===== src/rtl/u8sv_pkg.sv =====
// Shared types and constants for the UTF-8 stream validator/decoder.
// Holds the byte classifier used by the front stage and decoded by the back stage.
// No dependencies.
package u8sv_pkg;

  localparam int unsigned OFFSET_BITS_DEF = 32;
  localparam int unsigned QUEUE_DEPTH_DEF = 2;
  localparam int unsigned CP_BITS         = 21;
  localparam int unsigned WIDTH_BITS      = 3;
  localparam int unsigned ERR_OFS_BITS    = 32;

  typedef enum logic [2:0] {
    BC_ASCII,     // 00..7F
    BC_LEAD2,     // C2..DF
    BC_LEAD3,     // E0..EF
    BC_LEAD4,     // F0..F4
    BC_CONT_LO,   // 80..8F
    BC_CONT_MID,  // 90..9F
    BC_CONT_HI,   // A0..BF
    BC_INVALID    // C0, C1, F5..FF
  } byte_class_e;

  typedef struct packed {
    logic [7:0]  data;
    byte_class_e cls;
    logic        last;
  } byte_info_t;

  localparam int unsigned BYTE_INFO_BITS = $bits(byte_info_t);

  function automatic byte_class_e classify(input logic [7:0] b);
    byte_class_e c;
    case (b) inside
      [8'h00:8'h7F]: c = BC_ASCII;
      [8'h80:8'h8F]: c = BC_CONT_LO;
      [8'h90:8'h9F]: c = BC_CONT_MID;
      [8'hA0:8'hBF]: c = BC_CONT_HI;
      [8'hC2:8'hDF]: c = BC_LEAD2;
      [8'hE0:8'hEF]: c = BC_LEAD3;
      [8'hF0:8'hF4]: c = BC_LEAD4;
      default:       c = BC_INVALID;
    endcase
    return c;
  endfunction

endpackage


===== src/rtl/u8sv_front.sv =====
// Front stage: accepts input bytes, classifies them and tags each with its buffer offset.
// Pushes classified bytes into the queue. Depends on u8sv_pkg.
module u8sv_front #(
  parameter int unsigned OFFSET_BITS = u8sv_pkg::OFFSET_BITS_DEF
) (
  input  logic                      clk_i,
  input  logic                      rst_ni,
  input  logic                      in_valid_i,
  output logic                      in_stall_o,
  input  logic [7:0]                data_byte_i,
  input  logic                      last_byte_i,
  input  logic                      q_full_i,
  output logic                      push_o,
  output u8sv_pkg::byte_info_t      push_info_o,
  output logic [OFFSET_BITS-1:0]    push_offset_o
);

  logic [OFFSET_BITS-1:0] pos_q, pos_d;

  assign in_stall_o = q_full_i;
  assign push_o     = in_valid_i && !q_full_i;

  always_comb begin
    push_info_o.data = data_byte_i;
    push_info_o.cls  = u8sv_pkg::classify(data_byte_i);
    push_info_o.last = last_byte_i;
    push_offset_o    = pos_q;
  end

  // Offset wraps; restart at zero after the final byte of a buffer.
  always_comb begin
    pos_d = pos_q;
    if (push_o) begin
      if (last_byte_i) begin
        pos_d = '0;
      end else begin
        pos_d = pos_q + OFFSET_BITS'(1);
      end
    end
  end

  always_ff @(posedge clk_i or negedge rst_ni) begin
    if (!rst_ni) begin
      pos_q <= '0;
    end else begin
      pos_q <= pos_d;
    end
  end

endmodule


===== src/rtl/u8sv_queue.sv =====
// Short FIFO between the front and back stages of the UTF-8 decoder.
// Generic width and depth; no package dependencies.
module u8sv_queue #(
  parameter int unsigned WIDTH = 8,
  parameter int unsigned DEPTH = 2
) (
  input  logic             clk_i,
  input  logic             rst_ni,
  input  logic             push_i,
  input  logic [WIDTH-1:0] push_data_i,
  output logic             full_o,
  input  logic             pop_i,
  output logic             head_valid_o,
  output logic [WIDTH-1:0] head_data_o
);

  localparam int unsigned PTR_W = (DEPTH > 1) ? $clog2(DEPTH) : 1;
  localparam int unsigned CNT_W = $clog2(DEPTH + 1);

  logic [WIDTH-1:0] mem_q [DEPTH];
  logic [PTR_W-1:0] wr_ptr_q, wr_ptr_d;
  logic [PTR_W-1:0] rd_ptr_q, rd_ptr_d;
  logic [CNT_W-1:0] count_q, count_d;

  assign full_o       = (count_q == CNT_W'(DEPTH));
  assign head_valid_o = (count_q != '0);
  assign head_data_o  = mem_q[rd_ptr_q];

  always_comb begin
    wr_ptr_d = wr_ptr_q;
    rd_ptr_d = rd_ptr_q;
    count_d  = count_q;
    if (push_i) begin
      wr_ptr_d = (wr_ptr_q == PTR_W'(DEPTH - 1)) ? '0 : wr_ptr_q + PTR_W'(1);
    end
    if (pop_i) begin
      rd_ptr_d = (rd_ptr_q == PTR_W'(DEPTH - 1)) ? '0 : rd_ptr_q + PTR_W'(1);
    end
    if (push_i && !pop_i) begin
      count_d = count_q + CNT_W'(1);
    end else if (pop_i && !push_i) begin
      count_d = count_q - CNT_W'(1);
    end
  end

  always_ff @(posedge clk_i or negedge rst_ni) begin
    if (!rst_ni) begin
      wr_ptr_q <= '0;
      rd_ptr_q <= '0;
      count_q  <= '0;
    end else begin
      wr_ptr_q <= wr_ptr_d;
      rd_ptr_q <= rd_ptr_d;
      count_q  <= count_d;
    end
  end

  always_ff @(posedge clk_i) begin
    if (push_i) begin
      mem_q[wr_ptr_q] <= push_data_i;
    end
  end

endmodule


===== src/rtl/u8sv_back.sv =====
// Back stage: runs the strict UTF-8 sequence checker on classified bytes and
// drives the registered result channel. Depends on u8sv_pkg.
module u8sv_back #(
  parameter int unsigned OFFSET_BITS = u8sv_pkg::OFFSET_BITS_DEF
) (
  input  logic                                clk_i,
  input  logic                                rst_ni,
  input  logic                                head_valid_i,
  input  u8sv_pkg::byte_info_t                head_info_i,
  input  logic [OFFSET_BITS-1:0]              head_offset_i,
  output logic                                pop_o,
  output logic                                out_valid_o,
  input  logic                                out_stall_i,
  output logic                                has_code_point_o,
  output logic [u8sv_pkg::CP_BITS-1:0]        code_point_o,
  output logic [u8sv_pkg::WIDTH_BITS-1:0]     width_o,
  output logic                                failed_o,
  output logic [u8sv_pkg::ERR_OFS_BITS-1:0]   error_offset_o,
  output logic                                at_end_o
);

  localparam int unsigned CPW = u8sv_pkg::CP_BITS;
  localparam int unsigned WW  = u8sv_pkg::WIDTH_BITS;
  localparam int unsigned EOW = u8sv_pkg::ERR_OFS_BITS;

  // Decode state
  logic [1:0]             pend_q, pend_d;
  logic [CPW-1:0]         partial_q, partial_d;
  logic [WW-1:0]          len_q, len_d;
  logic [OFFSET_BITS-1:0] start_q, start_d;
  logic                   failed_q, failed_d;

  // Result register
  logic                   out_valid_q, out_valid_d;
  logic                   has_q, has_d;
  logic [CPW-1:0]         cp_q, cp_d;
  logic [WW-1:0]          w_q, w_d;
  logic                   fail_out_q, fail_out_d;
  logic [EOW-1:0]         eofs_q, eofs_d;
  logic                   end_q, end_d;

  logic                   take;
  logic                   has, fail, emit, ok, second;
  logic [CPW-1:0]         cp;
  logic [WW-1:0]          w;
  u8sv_pkg::byte_class_e  cls;
  logic [7:0]             data;
  logic                   last;

  assign cls  = head_info_i.cls;
  assign data = head_info_i.data;
  assign last = head_info_i.last;

  // Advance the queue whenever the result register is free or being drained.
  assign take  = head_valid_i && (!out_valid_q || !out_stall_i);
  assign pop_o = take;

  always_comb begin
    pend_d    = pend_q;
    partial_d = partial_q;
    len_d     = len_q;
    start_d   = start_q;
    failed_d  = failed_q;
    has       = 1'b0;
    fail      = 1'b0;
    emit      = 1'b0;
    ok        = 1'b0;
    second    = 1'b0;
    cp        = '0;
    w         = '0;
    if (take) begin
      if (!failed_q) begin
        if (pend_q == 2'd0) begin
          start_d = head_offset_i;
          case (cls)
            u8sv_pkg::BC_ASCII: begin
              has = 1'b1;
              cp  = CPW'(data);
              w   = WW'(1);
            end
            u8sv_pkg::BC_LEAD2: begin
              partial_d = CPW'(data[4:0]);
              len_d     = WW'(2);
              pend_d    = 2'd1;
            end
            u8sv_pkg::BC_LEAD3: begin
              partial_d = CPW'(data[3:0]);
              len_d     = WW'(3);
              pend_d    = 2'd2;
            end
            u8sv_pkg::BC_LEAD4: begin
              partial_d = CPW'(data[2:0]);
              len_d     = WW'(4);
              pend_d    = 2'd3;
            end
            default: begin
              fail = 1'b1;
            end
          endcase
        end else begin
          ok = (cls == u8sv_pkg::BC_CONT_LO) || (cls == u8sv_pkg::BC_CONT_MID) ||
               (cls == u8sv_pkg::BC_CONT_HI);
          second = ((WW'(pend_q) + WW'(1)) == len_q);
          // Tighten the second byte range to reject overlongs, surrogates and > 0x10FFFF.
          if (ok && second) begin
            if (len_q == WW'(3) && partial_q == CPW'(4'h0)) begin
              ok = (cls == u8sv_pkg::BC_CONT_HI);
            end else if (len_q == WW'(3) && partial_q == CPW'(4'hD)) begin
              ok = (cls != u8sv_pkg::BC_CONT_HI);
            end else if (len_q == WW'(4) && partial_q == CPW'(4'h0)) begin
              ok = (cls != u8sv_pkg::BC_CONT_LO);
            end else if (len_q == WW'(4) && partial_q == CPW'(4'h4)) begin
              ok = (cls == u8sv_pkg::BC_CONT_LO);
            end
          end
          if (!ok) begin
            fail = 1'b1;
          end else begin
            partial_d = {partial_q[CPW-7:0], data[5:0]};
            pend_d    = pend_q - 2'd1;
            if (pend_d == 2'd0) begin
              has       = 1'b1;
              cp        = partial_d;
              w         = len_q;
              partial_d = '0;
              len_d     = '0;
            end
          end
        end
        // A sequence still open at the final byte is truncated.
        if (!fail && last && pend_d != 2'd0) begin
          fail = 1'b1;
        end
        if (fail) begin
          failed_d  = 1'b1;
          pend_d    = '0;
          partial_d = '0;
          len_d     = '0;
        end
        emit = has || fail || last;
      end else begin
        emit = last;
      end
    end
  end

  always_comb begin
    out_valid_d = out_valid_q;
    has_d       = has_q;
    cp_d        = cp_q;
    w_d         = w_q;
    fail_out_d  = fail_out_q;
    eofs_d      = eofs_q;
    end_d       = end_q;
    if (take && emit) begin
      out_valid_d = 1'b1;
      has_d       = has;
      cp_d        = cp;
      w_d         = w;
      fail_out_d  = failed_d;
      eofs_d      = failed_d ? EOW'(start_d) : '0;
      end_d       = last;
    end else if (!out_stall_i) begin
      out_valid_d = 1'b0;
    end
  end

  always_ff @(posedge clk_i or negedge rst_ni) begin
    if (!rst_ni) begin
      pend_q      <= '0;
      partial_q   <= '0;
      len_q       <= '0;
      start_q     <= '0;
      failed_q    <= 1'b0;
      out_valid_q <= 1'b0;
    end else begin
      out_valid_q <= out_valid_d;
      // Clear everything after the final byte of a buffer.
      if (take && last) begin
        pend_q    <= '0;
        partial_q <= '0;
        len_q     <= '0;
        start_q   <= '0;
        failed_q  <= 1'b0;
      end else begin
        pend_q    <= pend_d;
        partial_q <= partial_d;
        len_q     <= len_d;
        start_q   <= start_d;
        failed_q  <= failed_d;
      end
    end
  end

  always_ff @(posedge clk_i) begin
    has_q      <= has_d;
    cp_q       <= cp_d;
    w_q        <= w_d;
    fail_out_q <= fail_out_d;
    eofs_q     <= eofs_d;
    end_q      <= end_d;
  end

  assign out_valid_o      = out_valid_q;
  assign has_code_point_o = has_q;
  assign code_point_o     = cp_q;
  assign width_o          = w_q;
  assign failed_o         = fail_out_q;
  assign error_offset_o   = eofs_q;
  assign at_end_o         = end_q;

endmodule


===== src/rtl/utf8_stream_validator_decoder.sv =====
// Top level of the strict UTF-8 stream validator/decoder.
// Instantiates u8sv_front, u8sv_queue and u8sv_back; depends on u8sv_pkg.
//
// Feed one buffer as a byte stream with last_byte_i on its final byte. The block
// takes one byte per clock while in_stall_o is low and gives a result for each
// completed code point, for the first failure (bad lead, bad or missing
// continuation, overlong, surrogate, above U+10FFFF, or truncation at the end),
// and always a closing result with at_end_o set on the final byte; error_offset_o
// is the offset of the failing sequence's first byte. After a failure, bytes up to
// the final one produce no result. A byte is classified as it is accepted, waits
// in a QUEUE_DEPTH-entry queue and is decoded into the result register, from which
// its result is presented; with nothing stalled, the one-byte-per-cycle rate is
// kept because the decode state takes a byte each time one leaves the queue.
// Each side stalls independently; the queue absorbs the difference.
module utf8_stream_validator_decoder #(
  parameter int unsigned OFFSET_BITS = u8sv_pkg::OFFSET_BITS_DEF,
  parameter int unsigned QUEUE_DEPTH = u8sv_pkg::QUEUE_DEPTH_DEF
) (
  input  logic                                clk_i,
  input  logic                                rst_ni,
  input  logic                                in_valid_i,
  output logic                                in_stall_o,
  input  logic [7:0]                          data_byte_i,
  input  logic                                last_byte_i,
  output logic                                out_valid_o,
  input  logic                                out_stall_i,
  output logic                                has_code_point_o,
  output logic [u8sv_pkg::CP_BITS-1:0]        code_point_o,
  output logic [u8sv_pkg::WIDTH_BITS-1:0]     width_o,
  output logic                                failed_o,
  output logic [u8sv_pkg::ERR_OFS_BITS-1:0]   error_offset_o,
  output logic                                at_end_o
);

  localparam int unsigned ENTRY_BITS = u8sv_pkg::BYTE_INFO_BITS + OFFSET_BITS;

  logic                   q_full;
  logic                   push;
  u8sv_pkg::byte_info_t   push_info;
  logic [OFFSET_BITS-1:0] push_offset;
  logic                   pop;
  logic                   head_valid;
  logic [ENTRY_BITS-1:0]  head_data;
  u8sv_pkg::byte_info_t   head_info;
  logic [OFFSET_BITS-1:0] head_offset;

  u8sv_front #(
    .OFFSET_BITS(OFFSET_BITS)
  ) u_front (
    .clk_i        (clk_i),
    .rst_ni       (rst_ni),
    .in_valid_i   (in_valid_i),
    .in_stall_o   (in_stall_o),
    .data_byte_i  (data_byte_i),
    .last_byte_i  (last_byte_i),
    .q_full_i     (q_full),
    .push_o       (push),
    .push_info_o  (push_info),
    .push_offset_o(push_offset)
  );

  u8sv_queue #(
    .WIDTH(ENTRY_BITS),
    .DEPTH(QUEUE_DEPTH)
  ) u_queue (
    .clk_i       (clk_i),
    .rst_ni      (rst_ni),
    .push_i      (push),
    .push_data_i ({push_info, push_offset}),
    .full_o      (q_full),
    .pop_i       (pop),
    .head_valid_o(head_valid),
    .head_data_o (head_data)
  );

  assign head_info   = u8sv_pkg::byte_info_t'(head_data[ENTRY_BITS-1:OFFSET_BITS]);
  assign head_offset = head_data[OFFSET_BITS-1:0];

  u8sv_back #(
    .OFFSET_BITS(OFFSET_BITS)
  ) u_back (
    .clk_i           (clk_i),
    .rst_ni          (rst_ni),
    .head_valid_i    (head_valid),
    .head_info_i     (head_info),
    .head_offset_i   (head_offset),
    .pop_o           (pop),
    .out_valid_o     (out_valid_o),
    .out_stall_i     (out_stall_i),
    .has_code_point_o(has_code_point_o),
    .code_point_o    (code_point_o),
    .width_o         (width_o),
    .failed_o        (failed_o),
    .error_offset_o  (error_offset_o),
    .at_end_o        (at_end_o)
  );

endmodule

===== config.mk =====
export PLATFORM = sky130hd
export DESIGN_NAME = utf8_stream_validator_decoder
export DESIGN_NICKNAME = d
export VERILOG_FILES = /design/src/rtl/u8sv_pkg.sv /design/src/rtl/u8sv_front.sv /design/src/rtl/u8sv_queue.sv /design/src/rtl/u8sv_back.sv /design/src/rtl/utf8_stream_validator_decoder.sv
export SDC_FILE = /design/constraint.sdc
export NUM_CORES = 1
export LEC_CHECK = 0
export ABC_AREA = 0
export BUFFER_PORTS_ARGS = -buffer_cell sky130_fd_sc_hd__buf_2
export CORE_UTILIZATION = 43
export CTS_CLUSTER_SIZE = 10
export DETAILED_ROUTE_END_ITERATION = 7
export GPL_ROUTABILITY_DRIVEN = 0
export PLACE_DENSITY = 0.69
export SLEW_MARGIN = 40
export SYNTH_ARGS = -nofsm -noshare
export SYNTH_HDL_FRONTEND = slang
export SYNTH_SLANG_ARGS = --single-unit

===== constraint.sdc =====
create_clock -name clk_i -period 5.9 [get_ports clk_i]
set_input_delay 1.18 -clock clk_i [delete_from_list [all_inputs] [get_ports clk_i]]
set_output_delay 1.18 -clock clk_i [all_outputs]
set_load 0.02 [all_outputs]

==> results.json, run 1 <==
{
  "layout_min_cycle_time_ns": 3.651,
  "clkLatencyLatePin_ns": 0.53,
  "post-synth-top-count-cell": "edfxtp_1",
  "grt_pass1_vias": 6133,
  "dp_hpwl_um": 12280,
  "io_buffers": 73,
  "die_area_um2": 24020,
  "drc": 0,
  "critPathKind": "flop to flop",
  "ys_ff_latch": 243,
  "nNetsFinal": 846,
  "die_w_um": 155.0,
  "yosysWarnings": 0,
  "synthFlopType": "edfxtp_1",
  "max_stage_delay_ns": 0.53,
  "hold_depth": 0,
  "syn_nets": 768,
  "dpl.cell_count": 1111,
  "vias": 6073,
  "cts_resized": 0,
  "antenna-diode-count": 0,
  "firstDrtPassIters": 5,
  "holdWs_ns": 0.4761,
  "clk_pin_slew_ns": 0.06,
  "worst_slack_ns": 2.249,
  "rsz0062_at_grt": "no",
  "p_per_area_nw_per_um2": 578.7,
  "hold_class": "flop to flop",
  "grt_pass1_wl_um": 31840,
  "async_flop_share": 0.3951,
  "synthTopCellsByArea": "edfxtp_1 (44%), dfrtp_1 (24%), mux2i_1 (3.9%)",
  "synth.top_cell.area_share": 0.4386,
  "fin_cells": 1161,
  "synthCells": 750,
  "fin_skew_ns": 0.009098,
  "cts_max_level": 1,
  "status": "complete, no violations",
  "drtIter0Drc": 422,
  "cp_top_family": "simple AND/OR/NAND/NOR gates",
  "pre_cts_ws_ns": 1.761,
  "worstSetupPathDepth": 10,
  "start_util": 0.4419,
  "wl_um": 19320,
  "end_kind": "flop",
  "grt_max_degree": 65,
  "fmax_ghz": 0.2739,
  "crit_path_start_kind": "flop",
  "cp_num_buf_inv": 2,
  "report.final.slew_viol_count": 0,
  "crit_required_ns": 6.07,
  "cts_buffer_depth": 3,
  "finalCritPeriodShare": 0.6188,
  "syn_area_um2": 10060,
  "rows": 55,
  "cp_max_fo": 35,
  "synth.avg_cell_area_um2": 13.42,
  "cts_tree": "done",
  "viasPerCell": 5.231,
  "path_cells": "inv_1, ha_1, xor2_1, nor3_1, nand4_1, and2_2, nand3_1, a311oi_1, o21ai_4, buf_4",
  "synth_edf_count": 147,
  "antenna_found_initial": 0,
  "drive_gt1_frac": 0.1792,
  "die_y_um": 155.0,
  "critPathArrivalTime_ns": 3.82,
  "root_buffer": "clkbuf_16",
  "ys_seq_area_frac": 0.6773,
  "tns_ns": 0,
  "grt_use_total": 0.1651,
  "cts_setup_buffers": 0,
  "synth_top_area_cell": "edfxtp_1",
  "max_slew_margin": 0.4509,
  "drtAntennaViolNets": 0,
  "cts_buffers": 28,
  "cts_sinks": 243,
  "grt_overflow": 0,
  "ir_drop_mv": 0.3215,
  "rr_worst_depth": 10,
  "maxCapViolCount": 0,
  "area_delta_synth_final_pct": 14.89,
  "finalSetupViolCount": 0,
  "ios": 74,
  "crit_path_top_delay_cell": "buf_4",
  "wl_per_cell_um": 16.64,
  "p_leak_nw": 4.626,
  "synth_cell_types": 58,
  "core_um2": 22780,
  "synth_common_cells": "edfxtp_1 (147), dfrtp_1 (96), nor2_1 (81)",
  "max_slew.worst_pin.slew_ns": 0.8206,
  "hold_violations": 0,
  "ctsHoldBuffers": 0
}
[state kept, by name, summed over array words and instances, names as in the netlist, 2 cells and up]
register,flops
u_back.error_offset_o,32
u_back.partial_q,21
u_back.pend_q,2
u_queue.mem_q,88
u_front.push_offset_o,32
u_back.width_o,3
u_queue.count_q,2
u_back.start_q,32
u_back.code_point_o,21
u_back.len_q,3
[routing by layer]
metal	vias to the layer above	global-route usage	routed length (um)
li1	2923	-	-
met1	2989	0.2176	8710
met2	131	0.2859	9501
met3	30	0.02423	801
met4	0	0.04290	311
met5	-	0	0
[final timing paths]
check	end	slack, ns	start
max in group asynchronous	u_back.start_q[15]	4.31	rst_ni
hold reg to reg	u_queue.mem_q[1][30]	0.48	u_front.push_offset_o[30]
hold / removal	u_queue.mem_q[1][30]	0.48	u_front.push_offset_o[30]
setup / recovery	u_back.code_point_o[2]	2.25	u_back.pend_q[0]
min in group asynchronous	u_back.partial_q[10]	0.63	rst_ni
setup reg to reg	u_back.code_point_o[2]	2.25	u_back.pend_q[0]
[cells by family after synthesis]
logic type	count (synthesis)	synth area share
compound gates	128	0.09100
xor+xnor	36	0.03133
fa+ha+maj	5	0.006216
buf+inv	46	0.02275
flops	243	0.6773
mux	48	0.04886
simple gates	244	0.1226
[layout make-up]
class	instances	area (um2)
Fill cell	1907	11210
Clock inverter	2	21.27
Inverter	10	37.54
Multi-Input combinational cell	461	3065
Tap cell	313	391.6
Clock buffer	48	775.7
Timing Repair Buffer	84	454.2
Sequential cell	243	6818
[placed cells by master, fill, tap and decap left out, drive strengths merged, types with 21 or more instances in the layout]
cell / synthesis / routed
edfxtp: 147 / 147
dfrtp: 96 / 96
buf: 13 / 84
nor2: 82 / 82
nand2: 62 / 62
clkbuf: 22 / 48
mux2i: 39 / 39
o21ai: 38 / 38
a211oi: 34 / 34
xor2: 21 / 21
[power breakdown]
| group | switching, mW | internal [mW] |
|---|---|---|
| Clock | 0.625 | 0.884 |
| Combinational | 1.64 | 0.748 |
| Sequential | 0.233 | 2.56 |
[per-stage QoR]
step / total power, mW / instance area, um2 / utilization
after detailed placement: 5.231 / 10760 / 0.4725
after global routing: 7.088 / 11560 / 0.5077
after floorplan: 4.582 / 10060 / -
after CTS: 6.745 / 11560 / 0.5075
after global placement: 5.169 / 10750 / 0.4720
final: 6.692 / 11560 / 0.5077
Power figures use the tool's default switching activity.
==> inputs of run 2 (changes only) <==
clock period = 3.2 ns   (was 5.9 ns; I/O delays follow)
==> run 2 against run 1 <==
First-iteration DRC count decreased by 1.9%. Register-to-register slack got worse by 2.1 ns. Global-route usage grew 0.16 points. Clock power is 85% higher. Maximum frequency up 21%. Via count increased by 1.5%. Flip-flop and latch count stayed put. Sequential share of layout area is 1.1 points lower. Critical path type unchanged. Critical endpoint is now u_back.error_offset_o[0].
==> results.json, run 2 (synthesis gave the netlist of run 1 again) <==
{
  "die_area_um2": 24020,
  "io_buffers": 73,
  "nNetsFinal": 864,
  "power_frac_seq": 0.405,
  "max_slew_margin": 0.5732,
  "ctsHoldBuffers": 0,
  "grt_max_degree": 45,
  "drc": 0,
  "p_comb_frac": 0.375,
  "wl_per_cell_um": 16.62,
  "crit_required_ns": 3.53,
  "wl_um": 19630,
  "maxCapViolCount": 0,
  "fmax_ghz": 0.3309,
  "cts_sinks": 243,
  "area_delta_synth_final_pct": 17.13,
  "critPathArrivalTime_ns": 3.35,
  "max_slew.worst_pin.slew_ns": 0.6402,
  "status": "complete, no violations",
  "die_y_um": 155.0,
  "end_kind": "flop",
  "crit_path_start_kind": "flop",
  "viasPerCell": 5.222,
  "ios": 74,
  "top_register": "u_queue.mem_q",
  "rows": 55,
  "hold_class": "primary input to asynchronous set/reset pin",
  "cts_buffers": 28,
  "dp_hpwl_um": 12650,
  "swShare": 0.3703,
  "total_power_mw": 12.68,
  "antenna-diode-count": 0,
  "core_um2": 22780,
  "firstDrtPassIters": 4,
  "cts_tree": "done",
  "cp_max_fo": 33,
  "fin_skew_ns": 0.01251,
  "finalCritPeriodShare": 0.9444,
  "drive_gt1_frac": 0.1982,
  "intPower_mw": 7.986,
  "vias": 6167,
  "clk_pin_slew_ns": 0.05,
  "die_w_um": 155.0,
  "grt_pass1_vias": 6235,
  "p_per_area_nw_per_um2": 1076,
  "grt_overflow": 0,
  "report.final.slew_viol_count": 0,
  "cts_buffer_depth": 3,
  "hold_violations": 0,
  "antenna_found_initial": 0,
  "start_util": 0.4419,
  "grt_use_total": 0.1667,
  "p_clk_frac": 0.220,
  "largest_reg_flops": 88,
  "final_cell_mix": "edfxtp_1 (147), dfrtp_1 (95), nor2_1 (79)",
  "root_buffer": "clkbuf_16",
  "switchingPower_mw": 4.696,
  "drtIter0Drc": 414,
  "grt_pass1_wl_um": 32090,
  "fin_util": 0.5176,
  "clkLatencyLatePin_ns": 0.53,
  "drtAntennaViolNets": 0,
  "critPathKind": "flop to flop",
  "cts_max_level": 1,
  "ir_drop_mv": 0.7047,
  "tns_ns": 0,
  "final_common_cell": "edfxtp_1",
  "layout_min_cycle_time_ns": 3.022,
  "p_leak_nw": 4.741,
  "finalSetupViolCount": 0
}
[run 2: worst paths after layout]
path                                           startpoint                  endpoint  cells after the start  slack [ns]
worst min register to register  u_front.push_offset_o[30]      u_queue.mem_q[0][30]                      0        0.48
max in group asynchronous                          rst_ni  u_front.push_offset_o[3]                      2        2.43
worst max-delay path                 u_back.partial_q[11]  u_back.error_offset_o[0]                      9        0.18
worst max register to register       u_back.partial_q[11]  u_back.error_offset_o[0]                      9        0.18
worst min-delay path                               rst_ni      u_back.partial_q[13]                      1        0.12
min in group clk_i                         data_byte_i[0]      u_queue.mem_q[1][36]                      1        0.32
[run 2: power groups by stage]
stage / clock, mW / sequential [mW] / combinational, mW
floorplan: 0 / 5.59 / 2.83
global placement: 0 / 5.16 / 4.67
detailed placement: 0 / 5.19 / 4.72
CTS: 2.85 / 5.14 / 4.75
global route: 2.95 / 5.22 / 5.22
finish: 2.79 / 5.13 / 4.76
[run 2: through the flow]
stage	cell area (um2)	std cells	setup slack, ns	hold WS (ns)
3_3_place_gp	10930	1127	0.1899	0.4576
6_report	11790	1181	0.1779	0.1232
4_1_cts	11740	1179	0.04033	0.1285
3_5_place_dp	10930	1127	0.05918	0.4639
5_1_grt	11790	1181	-0.03992	0.1618
2_1_floorplan	10080	750	0.03335	0.3444
[run 2: repair_timing]
action | 4_1_cts | 5_1_grt
buffers inserted | 0 | 2
resized for setup | 0 | 5
setup endpoints to repair | 0 | 67
[run 2: routing by layer]
metal / GRT usage / routed length, um / up-vias
met4: 0.06318 / 594 / 0
met2: 0.2789 / 9409 / 141
met5: 0 / 0 / -
li1: - / - / 2959
met3: 0.02201 / 751 / 40
met1: 0.2222 / 8872 / 3027
[run 2: cell type report]
type,count,area (um2)
clock buffers,50,783.3
clock inverters,2,25.02
fillers,1905,10990
inverters,10,37.54
multi-input cells,461,3085
flip-flops and latches,243,6818
well taps,313,391.6
repair buffers,102,648.1
[run 2: critical path, stage by stage (launching register included)]
cell	delay [ns]
dfrtp_1	0.41
or4_4	0.55
nor4_4	0.32
nor4b_4	0.33
nand4_1	0.23
buf_4	0.20
a31oi_4	0.20
nor2_2	0.05
buf_4	0.25
a211oi_1	0.28
==> inputs of run 3 (changes only) <==
CORE_ASPECT_RATIO = 1.75   (was not set)
==> run 3 against run 2 <==
Die area rose by 0.10%. Sequential share of layout area rose by 0.19 points. Non-clock buffer count fell by 1. Core utilization fell by 0.30 points. Hold slack improved by 0.017 ns. Combinational power barely moved.
==> results.json, run 3 (synthesis gave the netlist of run 1 again) <==
{
  "critPathArrivalTime_ns": 3.43,
  "grt_use_met1": 0.1756,
  "die_y_um": 204.4,
  "maxCapViolCount": 0,
  "largest_reg_flops": 88,
  "antenna_found_initial": 0,
  "wl_um": 20220,
  "nNetsFinal": 863,
  "r2r_start": "u_back.pend_q[0]",
  "use_met3": 0.02455,
  "switchingPower_mw": 4.728,
  "antenna-diode-count": 0,
  "top_usage_layer": "met2",
  "p_leak_nw": 4.737,
  "dp_hpwl_um": 13470,
  "layout_min_cycle_time_ns": 3.100,
  "finalSetupViolCount": 0,
  "clkLatencyLatePin_ns": 0.54,
  "grt_max_degree": 65,
  "vias": 6217,
  "final_common_cell": "edfxtp_1",
  "dpl.cell_count": 1115,
  "cts_sinks": 243,
  "cts_buffers": 28,
  "grt_pass1_vias": 6446,
  "root_buffer": "clkbuf_16",
  "p_comb_frac": 0.373,
  "top_register": "u_queue.mem_q",
  "die_area_um2": 24050,
  "swShare": 0.3717,
  "crit_path_start_kind": "flop",
  "fin_cells": 1166,
  "p_clk_frac": 0.223,
  "rows": 73,
  "drtIter0Drc": 381,
  "critPathKind": "flop to flop",
  "viasPerCell": 5.332,
  "ir_drop_mv": 0.5418,
  "tns_ns": 0,
  "crit_start": "u_back.pend_q[0]",
  "cts_resized": 0,
  "start_util": 0.4408,
  "power_frac_seq": 0.404,
  "fmax_ghz": 0.3226,
  "grt_pass1_wl_um": 32720,
  "cp_max_fo": 33,
  "intPower_mw": 7.991,
  "max_slew.worst_pin.slew_ns": 0.6791,
  "holdWs_ns": 0.1398,
  "die_w_um": 117.7,
  "cts_buffer_depth": 3,
  "finalCritPeriodShare": 0.9687,
  "end_kind": "flop",
  "firstDrtPassIters": 5,
  "hold_class": "primary input to asynchronous set/reset pin",
  "drive_gt1_frac": 0.1952,
  "drtAntennaViolNets": 0,
  "report.final.slew_viol_count": 0,
  "status": "complete, no violations",
  "clk_pin_slew_ns": 0.06,
  "hold_violations": 0,
  "final_cell_mix": "edfxtp_1 (147), dfrtp_1 (95), nor2_1 (79)",
  "cts_tree": "done",
  "rsz0062_at_grt": "no",
  "io_buffers": 73,
  "p_per_area_nw_per_um2": 1083,
  "grt_use_met2": 0.3334,
  "cts_max_level": 1,
  "fin_skew_ns": 0.01610,
  "drc": 0,
  "area_delta_synth_final_pct": 16.75,
  "grt_use_total": 0.1728,
  "wl_per_cell_um": 17.34,
  "max_slew_margin": 0.5462,
  "ios": 74,
  "grt_overflow": 0,
  "ctsHoldBuffers": 0,
  "crit_required_ns": 3.53,
  "cts_setup_buffers": 0,
  "core_um2": 22830
}
-- run 3: stage by stage --
step                      worst slack, ns  total power [mW]  utilization  cell area, um2
after global routing             0.002777             13.43       0.5146           11750
final                              0.1003             12.72       0.5146           11750
after floorplan                   0.03335             8.423            -           10080
after detailed placement           0.1339             9.939       0.4787           10930
after global placement             0.2434             9.830       0.4785           10930
after CTS                         0.09918             12.81       0.5144           11750
-- run 3: cell type report --
class,count,area [um2]
fillers,1976,11080
flip-flops and latches,243,6818
multi-input cells,461,3065
clock buffers,50,804.5
repair buffers,101,640.6
well taps,300,375.4
inverters,10,37.54
clock inverters,1,8.758
-- run 3: layer usage --
metal  vias to the layer above  part of all wire
li1                       2945                 -
met1                      3044              0.37
met2                       177              0.56
met3                        51             0.037
met4                         0             0.041
met5                         -                 0
-- run 3: path summary, 6_finish.rpt --
| path | slack, ns | end | cells after the start |
|---|---|---|---|
| max | 0.10 | u_back.error_offset_o[8] | 9 |
| min | 0.14 | u_back.start_q[29] | 1 |
| max reg2reg | 0.10 | u_back.error_offset_o[8] | 9 |
| min reg2reg | 0.48 | u_queue.mem_q[0][30] | 0 |
| max in group asynchronous | 2.27 | u_back.partial_q[8] | 2 |
| min in group clk_i | 0.31 | u_queue.mem_q[1][36] | 1 |
-- run 3: power groups by stage --
| stage | Sequential, mW | Combinational (mW) | Clock (mW) |
|---|---|---|---|
| global placement | 5.15 | 4.68 | 0 |
| floorplan | 5.59 | 2.83 | 0 |
| CTS | 5.14 | 4.77 | 2.90 |
| detailed placement | 5.19 | 4.75 | 0 |
| finish | 5.13 | 4.75 | 2.83 |
| global route | 5.22 | 5.19 | 3.01 |
-- run 3: worst max-delay path, cell delays in order, from the launching register on --
cell      delay, ns
dfrtp_1        0.46
inv_1          0.16
ha_1           0.37
xor2_1         0.20
or4_1          0.49
a21o_2         0.20
o21ai_0        0.41
nor3_4         0.09
buf_12         0.20
a211oi_1       0.31
